===== config.mk =====
export PLATFORM = sky130hd
export DESIGN_NAME = sync_marker_length_deframer_top_flat
export DESIGN_NICKNAME = d
export VERILOG_FILES = /design/src/rtl/sml_pkg.sv /design/src/rtl/sml_if.sv /design/src/rtl/sml_win_cell.sv /design/src/rtl/sml_ctrl.sv /design/src/rtl/sync_marker_length_deframer_top.sv /design/src/flat_wrapper.sv
export SDC_FILE = /design/constraint.sdc
export NUM_CORES = 1
export LEC_CHECK = 0
export ABC_AREA = 1
export BUFFER_PORTS_ARGS = -buffer_cell sky130_fd_sc_hd__buf_2
export CAP_MARGIN = 10
export CORE_MARGIN = 2
export CORE_UTILIZATION = 50
export DETAILED_ROUTE_END_ITERATION = 16
export MAX_ROUTING_LAYER = met4
export PLACE_DENSITY = 0.75
export SLEW_MARGIN = 20
export SYNTH_ARGS = -nofsm -noshare
export SYNTH_HDL_FRONTEND = slang
export SYNTH_SLANG_ARGS = --single-unit
export TNS_END_PERCENT = 1

===== constraint.sdc =====
create_clock -name clk_i -period 6 [get_ports clk_i]
set_clock_uncertainty 0.05 [all_clocks]
set_input_delay 0.6 -clock clk_i [delete_from_list [all_inputs] [get_ports clk_i]]
set_output_delay 0.6 -clock clk_i [all_outputs]
set_load 0.03 [all_outputs]

===== src/rtl/sml_pkg.sv =====
`timescale 1ns / 1ps
// sml_pkg: shared types and constants of the sync marker length deframer
// no dependencies; used by the interfaces, the window cell, control and top

package sml_pkg;

  localparam int unsigned MarkerLen = 27;
  // window cells kept between items: marker plus three header words, minus
  // the byte that arrives with the current item
  localparam int unsigned WinCells = MarkerLen + 12 - 1;
  localparam int unsigned WordW = 31;
  localparam logic [WordW-1:0] LimitReset = 31'd10000000;

  // sync marker: 26 ascii characters and a terminating zero byte
  localparam logic [7:0] SyncMarker [MarkerLen] = '{
    8'h5B, 8'h6F, 8'h66, 8'h78, 8'h4B, 8'h75, 8'h4E, 8'h65, 8'h74,
    8'h77, 8'h6F, 8'h72, 8'h6B, 8'h20, 8'h64, 8'h61, 8'h74, 8'h61,
    8'h20, 8'h70, 8'h61, 8'h63, 8'h6B, 8'h65, 8'h74, 8'h5D, 8'h00
  };

  // what a window cell compares its byte with
  typedef struct packed {
    logic       care;
    logic [7:0] value;
  } cell_ref_t;

  // control from the frame logic to the window chain
  typedef struct packed {
    logic shift;
    logic clear;
  } win_ctl_t;

  // header candidate seen in the window after the current byte
  typedef struct packed {
    logic        hit;
    logic [31:0] frame;
    logic [31:0] size;
    logic [31:0] source;
  } hdr_t;

  // one result item
  typedef struct packed {
    logic [7:0]       payload_byte;
    logic [WordW-1:0] frame_number;
    logic [WordW-1:0] source_word;
    logic [WordW-1:0] byte_offset;
    logic             last_byte;
    logic             empty_frame;
  } res_t;

  function automatic cell_ref_t cell_ref(int unsigned k);
    cell_ref_t r;
    logic [4:0] idx;
    idx = 5'(k);
    r.care = 1'b0;
    r.value = 8'h00;
    if (k < MarkerLen) begin
      r.care = 1'b1;
      r.value = SyncMarker[idx];
    end
    return r;
  endfunction

endpackage


===== src/rtl/sml_if.sv =====
`timescale 1ns / 1ps
// sml_in_if / sml_out_if: valid-ready channels of the deframer
// depends on sml_pkg for the field width

interface sml_in_if;
  logic       valid;
  logic       ready;
  logic [7:0] rx_byte;
  logic       link_reset;

  modport source (output valid, rx_byte, link_reset, input ready);
  modport sink (input valid, rx_byte, link_reset, output ready);
endinterface

interface sml_out_if;
  logic                            valid;
  logic                            ready;
  logic [7:0]                      payload_byte;
  logic [sml_pkg::WordW-1:0]       frame_number;
  logic [sml_pkg::WordW-1:0]       source_word;
  logic [sml_pkg::WordW-1:0]       byte_offset;
  logic                            last_byte;
  logic                            empty_frame;

  modport source (output valid, payload_byte, frame_number, source_word, byte_offset,
                  last_byte, empty_frame, input ready);
  modport sink (input valid, payload_byte, frame_number, source_word, byte_offset,
                last_byte, empty_frame, output ready);
endinterface


===== src/rtl/sml_win_cell.sv =====
`timescale 1ns / 1ps
// sml_win_cell: one byte of the header search window
// depends on sml_pkg (win_ctl_t, cell_ref_t)

module sml_win_cell (
  input  logic                clk_i,
  input  logic                rst_ni,
  input  sml_pkg::win_ctl_t   ctl_i,
  input  sml_pkg::cell_ref_t  ref_i,
  input  logic [7:0]          byte_i,
  output logic [7:0]          byte_o,
  output logic                hit_o
);

  logic [7:0] byte_q, byte_d;

  always_comb begin
    byte_d = byte_q;
    if (ctl_i.clear) begin
      byte_d = 8'h00;
    end else if (ctl_i.shift) begin
      byte_d = byte_i;
    end
  end

  always_ff @(posedge clk_i or negedge rst_ni) begin
    if (!rst_ni) begin
      byte_q <= 8'h00;
    end else begin
      byte_q <= byte_d;
    end
  end

  assign byte_o = byte_q;
  assign hit_o  = !ref_i.care || (byte_q == ref_i.value);

endmodule


===== src/rtl/sml_ctrl.sv =====
`timescale 1ns / 1ps
// sml_ctrl: header check, payload counting and the result register
// depends on sml_pkg (hdr_t, win_ctl_t, res_t)

module sml_ctrl (
  input  logic                          clk_i,
  input  logic                          rst_ni,
  input  logic                          in_acc_i,
  input  logic [7:0]                    rx_byte_i,
  input  logic                          link_reset_i,
  input  sml_pkg::hdr_t                 hdr_i,
  input  logic [sml_pkg::WordW-1:0]     limit_i,
  input  logic                          out_ready_i,
  output logic                          in_ready_o,
  output sml_pkg::win_ctl_t             win_o,
  output logic                          out_valid_o,
  output sml_pkg::res_t                 res_o
);

  localparam int unsigned W = sml_pkg::WordW;

  logic         in_payload_q, in_payload_d;
  logic [W-1:0] remain_q, remain_d;
  logic [W-1:0] frame_q, frame_d;
  logic [W-1:0] source_q, source_d;
  logic [W-1:0] offset_q, offset_d;
  logic         out_valid_q, out_valid_d;
  sml_pkg::res_t res_q, res_d;

  logic hdr_ok, take, fire, last;

  always_comb begin
    hdr_ok = hdr_i.hit && !hdr_i.frame[31] && !hdr_i.size[31] && !hdr_i.source[31]
             && (hdr_i.size[W-1:0] < limit_i);
    take = in_acc_i && !link_reset_i;
    last = (remain_q <= W'(1));

    win_o.clear = in_acc_i && (link_reset_i || (!in_payload_q && hdr_ok));
    win_o.shift = take && !in_payload_q;

    in_payload_d = in_payload_q;
    remain_d     = remain_q;
    frame_d      = frame_q;
    source_d     = source_q;
    offset_d     = offset_q;
    fire         = 1'b0;
    res_d        = res_q;

    if (in_acc_i && link_reset_i) begin
      in_payload_d = 1'b0;
      remain_d     = '0;
      frame_d      = '0;
      source_d     = '0;
      offset_d     = '0;
    end else if (take && in_payload_q) begin
      // payload byte
      fire               = 1'b1;
      res_d.payload_byte = rx_byte_i;
      res_d.frame_number = frame_q;
      res_d.source_word  = source_q;
      res_d.byte_offset  = offset_q;
      res_d.last_byte    = last;
      res_d.empty_frame  = 1'b0;
      offset_d           = offset_q + W'(1);
      if (last) begin
        in_payload_d = 1'b0;
        remain_d     = '0;
      end else begin
        remain_d = remain_q - W'(1);
      end
    end else if (take && hdr_ok) begin
      frame_d  = hdr_i.frame[W-1:0];
      source_d = hdr_i.source[W-1:0];
      offset_d = '0;
      if (hdr_i.size[W-1:0] == '0) begin
        // empty frame gives its single result at once
        fire               = 1'b1;
        res_d.payload_byte = 8'h00;
        res_d.frame_number = hdr_i.frame[W-1:0];
        res_d.source_word  = hdr_i.source[W-1:0];
        res_d.byte_offset  = '0;
        res_d.last_byte    = 1'b1;
        res_d.empty_frame  = 1'b1;
      end else begin
        in_payload_d = 1'b1;
        remain_d     = hdr_i.size[W-1:0];
      end
    end

    out_valid_d = fire || (out_valid_q && !out_ready_i);
  end

  always_ff @(posedge clk_i or negedge rst_ni) begin
    if (!rst_ni) begin
      in_payload_q <= 1'b0;
      remain_q     <= '0;
      frame_q      <= '0;
      source_q     <= '0;
      offset_q     <= '0;
      out_valid_q  <= 1'b0;
    end else begin
      in_payload_q <= in_payload_d;
      remain_q     <= remain_d;
      frame_q      <= frame_d;
      source_q     <= source_d;
      offset_q     <= offset_d;
      out_valid_q  <= out_valid_d;
    end
  end

  always_ff @(posedge clk_i) begin
    res_q <= res_d;
  end

  assign in_ready_o  = !out_valid_q || out_ready_i;
  assign out_valid_o = out_valid_q;
  assign res_o       = res_q;

endmodule


===== src/rtl/sync_marker_length_deframer_top.sv =====
`timescale 1ns / 1ps
// sync_marker_length_deframer_top: top level of the byte stream deframer
// depends on sml_pkg, sml_if, sml_win_cell and sml_ctrl

// The deframer takes one received byte per item and hunts for a 27-byte
// sync marker followed by three little-endian signed 32-bit words: frame
// number, payload size and source. A header counts when all three words are
// non-negative and the size is strictly below max_payload_limit (written
// through cfg_we_i / cfg_wdata_i, reset 10000000; write only while idle).
// The next size bytes come out one result each, tagged with frame, source,
// offset and a last mark; a zero size gives one empty-frame result on the
// byte that completes the header. Header bytes are consumed, and hunting
// restarts after each payload. link_reset on an item drops any partial
// header or payload; its byte is discarded. Rate: one item per cycle while
// the output register is free; each result appears the cycle after its
// byte. The search window is a chain of 38 byte cells shifting once per
// hunted byte; the marker compare and header checks run in parallel across
// the cells in the same cycle. A single output register decouples the
// sides: input is ready whenever that register is empty or being taken.

module sync_marker_length_deframer_top (
  input  logic                        clk_i,
  input  logic                        rst_ni,
  sml_in_if.sink                      in_i,
  sml_out_if.source                   out_o,
  input  logic                        cfg_we_i,
  input  logic [sml_pkg::WordW-1:0]   cfg_wdata_i
);

  localparam int unsigned N  = sml_pkg::WinCells;
  localparam int unsigned ML = sml_pkg::MarkerLen;

  // payload size limit register
  logic [sml_pkg::WordW-1:0] limit_q;

  always_ff @(posedge clk_i or negedge rst_ni) begin
    if (!rst_ni) begin
      limit_q <= sml_pkg::LimitReset;
    end else if (cfg_we_i) begin
      limit_q <= cfg_wdata_i;
    end
  end

  // window chain: cell 0 is the oldest byte kept, cell N-1 the newest
  sml_pkg::win_ctl_t win_ctl;
  logic [7:0]        win_byte [N];
  logic [N-1:0]      win_hit;
  logic              in_acc;

  assign in_acc = in_i.valid && in_i.ready;

  for (genvar k = 0; k < N; k++) begin : g_cell
    localparam sml_pkg::cell_ref_t CellRef = sml_pkg::cell_ref(k);
    logic [7:0] next_byte;

    // each cell loads its younger neighbor; the last one loads the new byte
    if (k == N - 1) begin : g_tail
      assign next_byte = in_i.rx_byte;
    end else begin : g_body
      assign next_byte = win_byte[k+1];
    end

    sml_win_cell u_cell (
      .clk_i  (clk_i),
      .rst_ni (rst_ni),
      .ctl_i  (win_ctl),
      .ref_i  (CellRef),
      .byte_i (next_byte),
      .byte_o (win_byte[k]),
      .hit_o  (win_hit[k])
    );
  end

  // header as it stands once the incoming byte is shifted in:
  // marker in cells 0..26, words behind it, top source byte is the new byte
  sml_pkg::hdr_t hdr;

  always_comb begin
    hdr.hit    = &win_hit;
    hdr.frame  = {win_byte[ML+3], win_byte[ML+2], win_byte[ML+1], win_byte[ML]};
    hdr.size   = {win_byte[ML+7], win_byte[ML+6], win_byte[ML+5], win_byte[ML+4]};
    hdr.source = {in_i.rx_byte, win_byte[ML+10], win_byte[ML+9], win_byte[ML+8]};
  end

  sml_pkg::res_t res;
  logic          in_ready;
  logic          out_valid;

  sml_ctrl u_ctrl (
    .clk_i        (clk_i),
    .rst_ni       (rst_ni),
    .in_acc_i     (in_acc),
    .rx_byte_i    (in_i.rx_byte),
    .link_reset_i (in_i.link_reset),
    .hdr_i        (hdr),
    .limit_i      (limit_q),
    .out_ready_i  (out_o.ready),
    .in_ready_o   (in_ready),
    .win_o        (win_ctl),
    .out_valid_o  (out_valid),
    .res_o        (res)
  );

  assign in_i.ready         = in_ready;
  assign out_o.valid        = out_valid;
  assign out_o.payload_byte = res.payload_byte;
  assign out_o.frame_number = res.frame_number;
  assign out_o.source_word  = res.source_word;
  assign out_o.byte_offset  = res.byte_offset;
  assign out_o.last_byte    = res.last_byte;
  assign out_o.empty_frame  = res.empty_frame;

endmodule


===== src/flat_wrapper.sv =====
// flat-port wrapper written by rule: the top's interface ports become plain ports
module sync_marker_length_deframer_top_flat 
  (clk_i, rst_ni, cfg_we_i, cfg_wdata_i, in_i_valid, in_i_rx_byte, in_i_link_reset, in_i_ready, out_o_valid, out_o_payload_byte, out_o_frame_number, out_o_source_word, out_o_byte_offset, out_o_last_byte, out_o_empty_frame, out_o_ready);
  sml_in_if in_i_i ();
  sml_out_if out_o_i ();
  input  logic clk_i;
  input  logic rst_ni;
  input  logic cfg_we_i;
  input  logic [sml_pkg::WordW-1:0] cfg_wdata_i;
  input wire logic [$bits(in_i_i.valid)-1:0] in_i_valid;
  input wire logic [$bits(in_i_i.rx_byte)-1:0] in_i_rx_byte;
  input wire logic [$bits(in_i_i.link_reset)-1:0] in_i_link_reset;
  output wire logic [$bits(in_i_i.ready)-1:0] in_i_ready;
  output wire logic [$bits(out_o_i.valid)-1:0] out_o_valid;
  output wire logic [$bits(out_o_i.payload_byte)-1:0] out_o_payload_byte;
  output wire logic [$bits(out_o_i.frame_number)-1:0] out_o_frame_number;
  output wire logic [$bits(out_o_i.source_word)-1:0] out_o_source_word;
  output wire logic [$bits(out_o_i.byte_offset)-1:0] out_o_byte_offset;
  output wire logic [$bits(out_o_i.last_byte)-1:0] out_o_last_byte;
  output wire logic [$bits(out_o_i.empty_frame)-1:0] out_o_empty_frame;
  input wire logic [$bits(out_o_i.ready)-1:0] out_o_ready;
  assign in_i_i.valid = in_i_valid;
  assign in_i_i.rx_byte = in_i_rx_byte;
  assign in_i_i.link_reset = in_i_link_reset;
  assign in_i_ready = in_i_i.ready;
  assign out_o_valid = out_o_i.valid;
  assign out_o_payload_byte = out_o_i.payload_byte;
  assign out_o_frame_number = out_o_i.frame_number;
  assign out_o_source_word = out_o_i.source_word;
  assign out_o_byte_offset = out_o_i.byte_offset;
  assign out_o_last_byte = out_o_i.last_byte;
  assign out_o_empty_frame = out_o_i.empty_frame;
  assign out_o_i.ready = out_o_ready;
  sync_marker_length_deframer_top u_core (.clk_i(clk_i), .rst_ni(rst_ni), .in_i(in_i_i), .out_o(out_o_i), .cfg_we_i(cfg_we_i), .cfg_wdata_i(cfg_wdata_i));
endmodule

# [After elaboration in Yosys (flattened, before gate mapping)]
# Cells that the tools add are included.
[word_totals] word_cells=222 ram_bits=0 n_memories=0 out_inout_bits=105 ff_bits=564 input_bits=45 latchBits=0 rom_bits=0
[op_classes] addsub=2 mul=0 magnitude_cmp=2 mux=102 n_shift=0 n_bitwise=1 div_mod_pow=0 n_reduce_logical=35 n_eq_ne=29
[op_table] cell="2-to-1 mux 8 bit" count=76
[op_table] cell="2-to-1 mux 31 bit" count=14
[op_table] cell="2-to-1 mux 103 bit" count=3
[op_table] cell="equality test 8 x 7 -> 1 bit, second input constant" count=24
[op_table] cell="adder 31 x 1 -> 31 bit, second input constant" count=1
[op_table] cell="less-or-equal comparator 31 x 1 -> 1 bit, second input constant" count=1
[op_table] cell="logical NOT 31 bit" count=1
[op_table] cell="less-than comparator 31 bit" count=1
[op_table] cell="subtractor 31 x 1 -> 31 bit, second input constant" count=1
[op_table] cell="AND reduction 27 bit" count=1
[op_table] cell="equality test 8 x 6 -> 1 bit, second input constant" count=2
[op_table] cell="logical AND 1 bit" count=13
[op_table] cell="2-to-1 mux 1 bit" count=9
[op_table] cell="logical NOT 8 bit" count=1
[op_table] cell="nonzero test 2 bit" count=4
[op_table] cell="logical NOT 1 bit" count=7
[op_table] cell="!= test 3 bit, second input constant" count=2
[op_table] cell="AND reduction 3 bit" count=2
[op_table] cell="AND reduction 2 bit" count=2
[op_table] cell="logical OR 1 bit" count=3
[op_table] cell="nonzero test 3 bit" count=1
[op_table] cell="!= test 2 bit, second input constant" count=1
[op_table] cell="inverter 1 bit" count=1

# [Depth between registers and ports, before layout]
# Gate-level depths: netlist of run 1.
[logic_depth] ltp_word=11 depth_mapped=16 mapped_depth_nobuf=14

# [Hierarchy]
# A second synthesis of run 1 with hierarchy kept.
[hier_totals] cells_unflattened=3984 area_unflattened_um2=32123.3
[by_module_without_submodules] mod="sml_win_cell" cells_per_inst=64 seq_area_each_um2=200.2 instances=38 area_each_um2=498.0
[by_module_without_submodules] mod="sml_ctrl" cells_per_inst=1456 seq_area_each_um2=6246.0 instances=1 area_each_um2=11902.7
[by_module_without_submodules] mod="sync_marker_length_deframer_top" cells_per_inst=96 seq_area_each_um2=785.8 instances=1 area_each_um2=1297.5

# [Worst setup path before layout of run 1]
# No wires, ideal clock.
[synth_path] kind="in2reg" startpoint="input out_o_ready" endpoint="register u_core.u_ctrl.res_q, in the netlist u_core.u_ctrl.res_o[0], enable pin" path_slack_ps=1667 t_required_ps=5485 arrival_ps=3818 path_buffers=1 path_stages=9 setup_time_ps=465 cell_sequence="inv_1 nand2_2 nand2_1 nor2_1 inv_1 nor2_4 inv_2 clkbuf_1 nand2_1"
[synth_via] elab_chain_cells=6 elab_cells_between_ends=10 cone_classes="1 x bitwise; 9 x reduce/logical"
[synth_rtl] element="from (decl)" line_no="flat_wrapper.sv:21" source="input wire logic [$bits(out_o_i.ready)-1:0] out_o_ready;"
[synth_rtl] element="logical OR 1 bit *" line_no="sml_ctrl.sv:115" source="assign in_ready_o = !out_valid_q || out_ready_i;"
[synth_rtl] element="net in_i_ready" line_no="flat_wrapper.sv:13" source="output wire logic [$bits(in_i_i.ready)-1:0] in_i_ready;"
[synth_rtl] element="logical AND 1 bit *" line_no="sync_marker_length_deframer_top.sv:50" source="assign in_acc = in_i.valid && in_i.ready;"
[synth_rtl] element="logical AND 1 bit" line_no="sml_ctrl.sv:35" source="take = in_acc_i && !link_reset_i;"
[synth_rtl] element="logical AND 1 bit, on equally long branches" line_no="sml_ctrl.sv:55, sml_ctrl.sv:71"
[synth_rtl] element="nonzero test 2 bit (no source line)"
[synth_rtl] element="AND reduction 3 bit (no source line) *"
[synth_rtl] element="to (signal assigned)" line_no="sml_ctrl.sv:112" source="res_q <= res_d;"
[synth_rtl] element="to (decl)" line_no="sml_ctrl.sv:28" source="sml_pkg::res_t res_q, res_d;"
# The timed path passes the listed nets; every way through them passes the cells marked *.
# A chain may end at the register's enable or synchronous reset.

# [Final worst setup path of run 1]
[layout_path] startpoint="register u_core.u_ctrl.out_valid_q (netlist: u_core.u_ctrl.out_valid_o)" endpoint="register u_core.u_ctrl.remain_q[11]"
[layout_via] elab_chain_cells=7 elab_cells_between_ends=12 cone_classes="1 x eq/ne; 2 x mux; 9 x reduce/logical"
[layout_rtl] element="from (decl)" line_no="sml_ctrl.sv:27" source="logic out_valid_q, out_valid_d;"
[layout_rtl] element="from (signal assigned)" line_no="sml_ctrl.sv:107" source="out_valid_q <= out_valid_d;"
[layout_rtl] element="logical NOT 1 bit *" line_no="sml_ctrl.sv:115"
[layout_rtl] element="logical OR 1 bit *" line_no="sml_ctrl.sv:115"
[layout_rtl] element="logical AND 1 bit *" line_no="sync_marker_length_deframer_top.sv:50"
[layout_rtl] element="logical AND 1 bit" line_no="sml_ctrl.sv:35"
[layout_rtl] element="logical AND 1 bit, on equally long branches" line_no="sml_ctrl.sv:55, sml_ctrl.sv:71"
[layout_rtl] element="!= test 3 bit (no source line) (tied with other cells)"
[layout_rtl] element="AND reduction 2 bit (no source line) or 2-to-1 mux 31 bit (tied branches)"
[layout_rtl] element="to (signal assigned)" line_no="sml_ctrl.sv:103" source="remain_q <= remain_d;"
[layout_rtl] element="to (decl)" line_no="sml_ctrl.sv:23" source="logic [W-1:0] remain_q, remain_d;"
# Mark *: on every way between the ends. The rest lies on a longest branch, timed or not.

==> impl_metrics.json, run 1 <==
{
  "cp.arrival_ns": 4.17,
  "nFillCells": 4053,
  "startpoint_type": "flip-flop",
  "p_leak_uw": 0.0124,
  "finalSetupTns_ns": 0,
  "rsz0062_at_grt": "false",
  "cts_inserted_buffers": 58,
  "cts_tree": "done",
  "timing.setup.critical_path_class": "reg -> reg",
  "drtIter0Drc": 1772,
  "core_area_sq_um": 47700,
  "syn_nets": 2642,
  "powerDensity_nw_per_um2": 304,
  "track_usage_pct": 24.5,
  "seq_area_frac_synth_pct": 60.4,
  "crit_required_ns": 6.46,
  "portBuffers": 149,
  "grt_start_max_net_pins": 208,
  "ant_nets": 0,
  "cp_slowest_cell": "nand2_2",
  "grt_pass1_wl_mm": 95.5,
  "maxSlewViolCount": 0,
  "cp_num_cells": 11,
  "drive_gt1_share_pct": 11.9,
  "wirelength_mm": 59.1,
  "clockBufferDepth": 3,
  "crit_buf_inv": 2,
  "fmax_mhz": 270,
  "initial_core_util_pct": 50.8,
  "cts_sinks": 564,
  "hpwl_mm": 38.8,
  "die_w_um": 224,
  "setup.worst_path.end_class": "flip-flop",
  "fp.dieArea_sq_um": 50200,
  "overflow": 0,
  "finalCriticalPeriod_ns": 3.71,
  "area_growth_pct": 12.7,
  "synth_area_sq_um": 24200,
  "async_flop_share_pct": 81.7,
  "first_global_vias": 18000,
  "syn_inst": 2564,
  "tightest_slew_ns": 1.05,
  "status": "finished, final reports clean",
  "slew_headroom_pct": 29.6,
  "clk_pin_slew_ns": 0.06,
  "placed_cell_area_sq_um": 25300,
  "grt_antenna_before_repair": 0,
  "placementRows": 80,
  "r2r_cells": 11,
  "worstPathMaxFanout": 59,
  "yosysWarnings": 0,
  "ir_worst_vdd_mv": 0.228,
  "path_cells": "nand2_2 > nand2_1 > nor2_1 > inv_1 > nor2_4 > buf_4 > nor2_4 > nand2_2 > nand2_2 > nand2_1 > o21ai_1",
  "die_height_um": 224,
  "cpLargestDelayFamily": "simple AND/OR/NAND/NOR gates",
  "vias": 18300,
  "synthDistinctLibCells": 43,
  "fin_crit_sh_pct": 61.8,
  "cts_setup_buffers": 0,
  "cts_resized": 0,
  "hold_class": "in -> reg",
  "antenna_cells": 0,
  "ys_ff_latch": 564,
  "drt-pass1-iter-count": 7,
  "syn_area_per_cell_sq_um": 9.45,
  "gp_congestion": 0.876,
  "drv_cap": 0,
  "final_common_cell": "dfrtp_1",
  "cp_common_cell": "nand2_2",
  "cts_root_buf": "clkbuf_16",
  "timing.hold.ws_ns": 0.152,
  "fin_area_sq_um": 27300,
  "final_cell_mix": "453 x dfrtp_1, 382 x inv_1, 356 x nand2_1",
  "pin_count": 150,
  "synth_edf_count": 103,
  "hold_depth": 3,
  "synth_ff_type": "dfrtp_1",
  "h-tree-depth": 2,
  "clock_latency_ns": 0.61,
  "max_stage_delay_ns": 0.99,
  "nets": 2742,
  "setup_viol": 0,
  "avgViaCountPerCell": 5.50,
  "drc": 0,
  "finalHoldViolCount": 0,
  "post_drt_wl_per_cell_um": 17.8,
  "fin_util_pct": 57.2
}
cell usage after synthesis, drive strengths merged, types with 3 or more instances:
library cell,n,area [sq um]
xnor2,9,78.8
xor2,23,201
o22ai,309,1930
o211ai,4,30.0
nor4,8,50.1
buf,69,395
edfxtp,103,3090
a22oi,11,82.6
a31oi,4,25.0
o31ai,7,52.6
nor3,24,125
dfrtp,453,11300
inv,416,1560
dfstp,8,210
ha,33,413
nand3,50,273
or2,3,21.3
nor2,325,1260
nor3b,3,22.5
a21oi,33,165
clkbuf,57,214
nand4,29,194
nand2,361,1370
o21ai,217,1090
where the power goes:
| part | total, uW | switching, uW | internal [uW] |
|---|---|---|---|
| Clock | 3630 | 1490 | 2140 |
| Combinational | 678 | 468 | 210 |
| Sequential | 4010 | 47.8 | 3960 |
| Total | 8310 | 2000 | 6310 |
worst reg2reg max path, cell delays in order, from the launching register on:
cell,delay (ns)
dfrtp_1,0.39
nand2_2,0.09
nand2_1,0.11
nor2_1,0.08
inv_1,0.10
nor2_4,0.03
buf_4,0.26
nor2_4,0.65
nand2_2,0.61
nand2_2,0.99
nand2_1,0.15
o21ai_1,0.12
final timing paths:
kind | slack [ns] | to | from
max | 2.29 | u_core.u_ctrl.remain_q[11] | u_core.u_ctrl.out_valid_o
min | 0.15 | u_core.limit_q[6] | cfg_wdata_i[6]
max reg2reg | 2.29 | u_core.u_ctrl.remain_q[11] | u_core.u_ctrl.out_valid_o
min reg2reg | 0.44 | u_core.g_cell[0].u_cell.byte_o[6] | u_core.g_cell[0].u_cell.byte_o[6]
max in group asynchronous | 3.92 | u_core.g_cell[13].u_cell.byte_o[1] | rst_ni
min in group asynchronous | 0.53 | u_core.g_cell[11].u_cell.byte_o[6] | rst_ni
per-stage QoR:
stage	total power [uW]	setup slack, ns	std cells
after floorplan	4540	1.67	2564
after global placement	4740	2.02	3218
after detailed placement	4750	1.95	3218
after CTS	8370	2.35	3327
after global routing	8600	1.97	3327
final	8310	2.29	3327
metal layers:
| layer | wire (um) | part of all wire (%) | GRT usage [%] |
|---|---|---|---|
| met3 | 2900 | 4.9 | 2.90 |
| met1 | 26200 | 44 | 33.5 |
| met5 | 0 | 0 | - |
| met2 | 27900 | 47 | 37.8 |
| met4 | 2030 | 3.4 | 9.51 |
flip-flops by register name, indices dropped and copies added (netlist names):
| register | flops |
|---|---|
| u_core.g_cell.u_cell.byte_o | 304 |
| u_core.limit_q | 31 |
| u_core.u_ctrl.frame_q | 31 |
| u_core.u_ctrl.in_payload_q | 1 |
| u_core.u_ctrl.offset_q | 31 |
| u_core.u_ctrl.out_valid_o | 1 |
| u_core.u_ctrl.remain_q | 31 |
| u_core.u_ctrl.res_o | 103 |
| u_core.u_ctrl.source_q | 31 |
what timing repair did:
action | CTS | global route
endpoints found under the hold margin | 87 | 0
hold buffers | 1 | 0
setup endpoints to repair | 0 | 0
logic make-up (layout without fill, tap and decap cells):
group                    after synthesis  in the layout  synth area share (%)
adder cells (fa/ha/maj)               33             33                  1.70
AO/OA/AOI/OAI                        587            587                  14.0
AND/OR/NAND/NOR                      805            805                  13.7
buffers and inverters                542            690                  8.96
multiplexers                           1              1                0.0465
XOR/XNOR                              32             32                  1.16
flip-flops                           564            564                  60.4
cell type report:
class	count	area (sq um)	share of cell area, %
repair buffers	166	936	3.43
flip-flops and latches	564	14600	53.6
clock inverters	21	205	0.751
inverters	416	1570	5.76
clock buffers	87	1750	6.41
well taps	615	769	2.82
multi-input cells	1458	7430	27.2
Note: power is estimated with default switching activity, not from simulation.
==> inputs of run 2 (changes only) <==
- ABC_AREA: 1 -> 0
- PLACE_DENSITY: 0.75 -> 0.77
- clock period: 6 -> 3.4 ns (I/O delays scaled with it)
==> run 2 against run 1 <==
Compared with the run above: the flow now finishes with violations (setup timing); register-to-register slack lost 2.3 ns; sequential share of layout area is 4.4 points lower; largest power group unchanged; critical endpoint is now u_core.u_ctrl.res_o[54]; combinational power is essentially flat.
==> impl_metrics.json, run 2 <==
{
  "overflow": 0,
  "synth.top_cell.area_share_pct": 46.7,
  "crit_buf_inv": 3,
  "nets": 2459,
  "initial_core_util_pct": 50.8,
  "tightest_slew_ns": 0.861,
  "fin_crit_sh_pct": 101,
  "placementRows": 80,
  "hold_class": "in -> reg",
  "cp.arrival_ns": 3.75,
  "wirelength_mm": 66.6,
  "powerDensity_nw_per_um2": 481,
  "worstPathMaxFanout": 9,
  "cpLargestDelayFamily": "simple AND/OR/NAND/NOR gates",
  "avgViaCountPerCell": 6.25,
  "maxSlewViolCount": 0,
  "cp_common_cell": "or4_4",
  "drt-pass1-iter-count": 7,
  "syn_nets": 2111,
  "p_leak_uw": 0.0142,
  "async_flop_share_pct": 81.7,
  "multi_input_area_sq_um": 8980,
  "clk_pin_slew_ns": 0.06,
  "first_global_vias": 18500,
  "synth_edf_count": 103,
  "crit_required_ns": 3.70,
  "hpwl_mm": 43.3,
  "area_growth_pct": 22.6,
  "core_area_sq_um": 47800,
  "nFillCells": 3582,
  "synthDistinctLibCells": 65,
  "die_height_um": 224,
  "pin_count": 150,
  "synth_area_sq_um": 24300,
  "cts_inserted_buffers": 56,
  "ant_nets": 0,
  "final_common_cell": "dfrtp_1",
  "seq_area_frac_synth_pct": 60.3,
  "track_usage_pct": 27.0,
  "grt_antenna_before_repair": 1,
  "max_stage_delay_ns": 0.59,
  "pre_cts_ws_ns": -0.177,
  "setup_viol": 83,
  "cts_sinks": 564,
  "cts_tree": "done",
  "synth_ff_type": "dfrtp_1",
  "syn_area_per_cell_sq_um": 12.0,
  "finalSetupTns_ns": -2.73,
  "yosysWarnings": 0,
  "finalCriticalPeriod_ns": 3.45,
  "finalPower_uw": 14300,
  "cp_slowest_cell": "or4_4",
  "vias": 19000,
  "setup.worst_path.end_class": "flip-flop",
  "post_drt_wl_per_cell_um": 21.9,
  "top_layer": "met4",
  "h-tree-depth": 2,
  "fp.dieArea_sq_um": 50400,
  "violations": "setup timing",
  "grt_pass1_wl_mm": 105,
  "synth.most_common_cell": "dfrtp_1",
  "wl_met1_mm": 28.3,
  "gp_congestion": 0.918,
  "synth_largest_area_cell": "dfrtp_1",
  "wl_met3_mm": 4.96,
  "rsz0062_at_grt": "true",
  "ys_ff_latch": 564,
  "drc": 0,
  "drtIter0Drc": 2370,
  "path_cells": "nor4b_4 > nand4_1 > or4_4 > or4_4 > a211oi_4 > a21oi_2 > nor3_4 > buf_4 > buf_12 > clkbuf_16",
  "drive_gt1_share_pct": 21.9,
  "grt_start_max_net_pins": 118,
  "slew_headroom_pct": 42.2,
  "synth_commonest_cells": "453 x dfrtp_1, 304 x a22o_1, 273 x nand2_1",
  "met2WireLength_mm": 31.3,
  "status": "finished with violations",
  "die_w_um": 224,
  "portBuffers": 149,
  "startpoint_type": "flip-flop",
  "final_cell_mix": "452 x dfrtp_1, 304 x a22o_1, 272 x nand2_1",
  "cts_root_buf": "clkbuf_16",
  "clockBufferDepth": 3,
  "finalHoldViolCount": 0,
  "synthTopCellsByArea": "dfrtp_1 47%, edfxtp_1 13%, a22o_1 11%, nand2_1 4.2%, mux2i_1 2.6%",
  "seq_area_sq_um": 14600,
  "timing.setup.critical_path_class": "reg -> reg",
  "clock_latency_ns": 0.63,
  "syn_inst": 2033,
  "ir_worst_vdd_mv": 0.411,
  "fmax_mhz": 290,
  "largest_register_ffs": 304,
  "fin_ws_ns": -0.0484,
  "drv_cap": 0
}
-- run 2: changes by cell type after synthesis, sizes merged, moves of 34 or more --
cell    delta
inv      -380
a22o     +304
o22ai    -304
nor2     -215
o21ai    -155
nand2     -88
mux2i     +63
and2      +42
nor4bb    +36
clkbuf    +34
-- run 2: kinds of logic after synthesis --
group / synth area share, %
flip-flops: 60.3
AND/OR/NAND/NOR: 15.1
XOR/XNOR: 0.108
AO/OA/AOI/OAI: 16.6
adder cells (fa/ha/maj): 1.70
buffers and inverters: 3.61
multiplexers: 2.64
-- run 2: report_power, final --
group | leakage, uW | internal, uW | switching, uW | total, uW
registers | 0.00722 | 6940 | 55.3 | 6990
logic | 0.00603 | 214 | 467 | 681
clock network | 0.000972 | 3930 | 2710 | 6640
-- run 2: per-layer routing --
metal	global-route usage [%]	vias to the layer above
met1	37.9	9599
met2	40.9	897
met5	-	-
met4	7.93	0
met3	4.55	174
li1	-	8338
-- run 2: area by class of cell --
| type | count | area share (%) |
|---|---|---|
| flip-flops and latches | 564 | 49.2 |
| diodes | 1 | 0.00840 |
| clock inverters | 30 | 1.34 |
| multi-input cells | 1297 | 30.2 |
| clock buffers | 74 | 5.38 |
| repair buffers | 425 | 10.9 |
| inverters | 37 | 0.466 |
| well taps | 615 | 2.58 |
-- run 2: tightest hold or removal path, stage by stage --
cell	delay, ns
buf_2	0.07
nand2b_1	0.19
o31ai_1	0.15
-- run 2: path summary, 6_finish.rpt --
check | from | endpoint | slack [ns] | cells after the start
min in group asynchronous | rst_ni | u_core.limit_q[8] | 0.30 | 2
worst min-delay path | out_o_ready | u_core.u_ctrl.out_valid_o | 0.13 | 3
worst max-delay path | u_core.g_cell[19].u_cell.byte_o[7] | u_core.u_ctrl.res_o[54] | -0.05 | 10
max in group asynchronous | rst_ni | u_core.u_ctrl.frame_q[0] | 2.01 | 3
worst min register to register | u_core.u_ctrl.remain_q[14] | u_core.u_ctrl.remain_q[14] | 0.44 | 1
worst max register to register | u_core.g_cell[19].u_cell.byte_o[7] | u_core.u_ctrl.res_o[54] | -0.05 | 10
-- run 2: what timing repair did --
| item | CTS | global route |
|---|---|---|
| hold endpoints to repair | 133 | 0 |
| endpoints found under the setup margin | 465 | 494 |
| hold buffers | 40 | 0 |
| resized for setup | 9 | 27 |
| setup buffers | 2 | 3 |
| pin swaps | 0 | 7 |
| cloned | 0 | 3 |
-- run 2: metrics by stage --
stage,std cells,instance area [sq um],hold slack (ns),utilization (%)
after CTS,3036,29500,0.107,61.8
final,3043,29800,0.129,62.2
after detailed placement,2890,27100,0.386,56.6
after floorplan,2033,24300,-0.00559,-
after global routing,3043,29800,0.121,62.2
after global placement,2890,27100,0.376,56.6
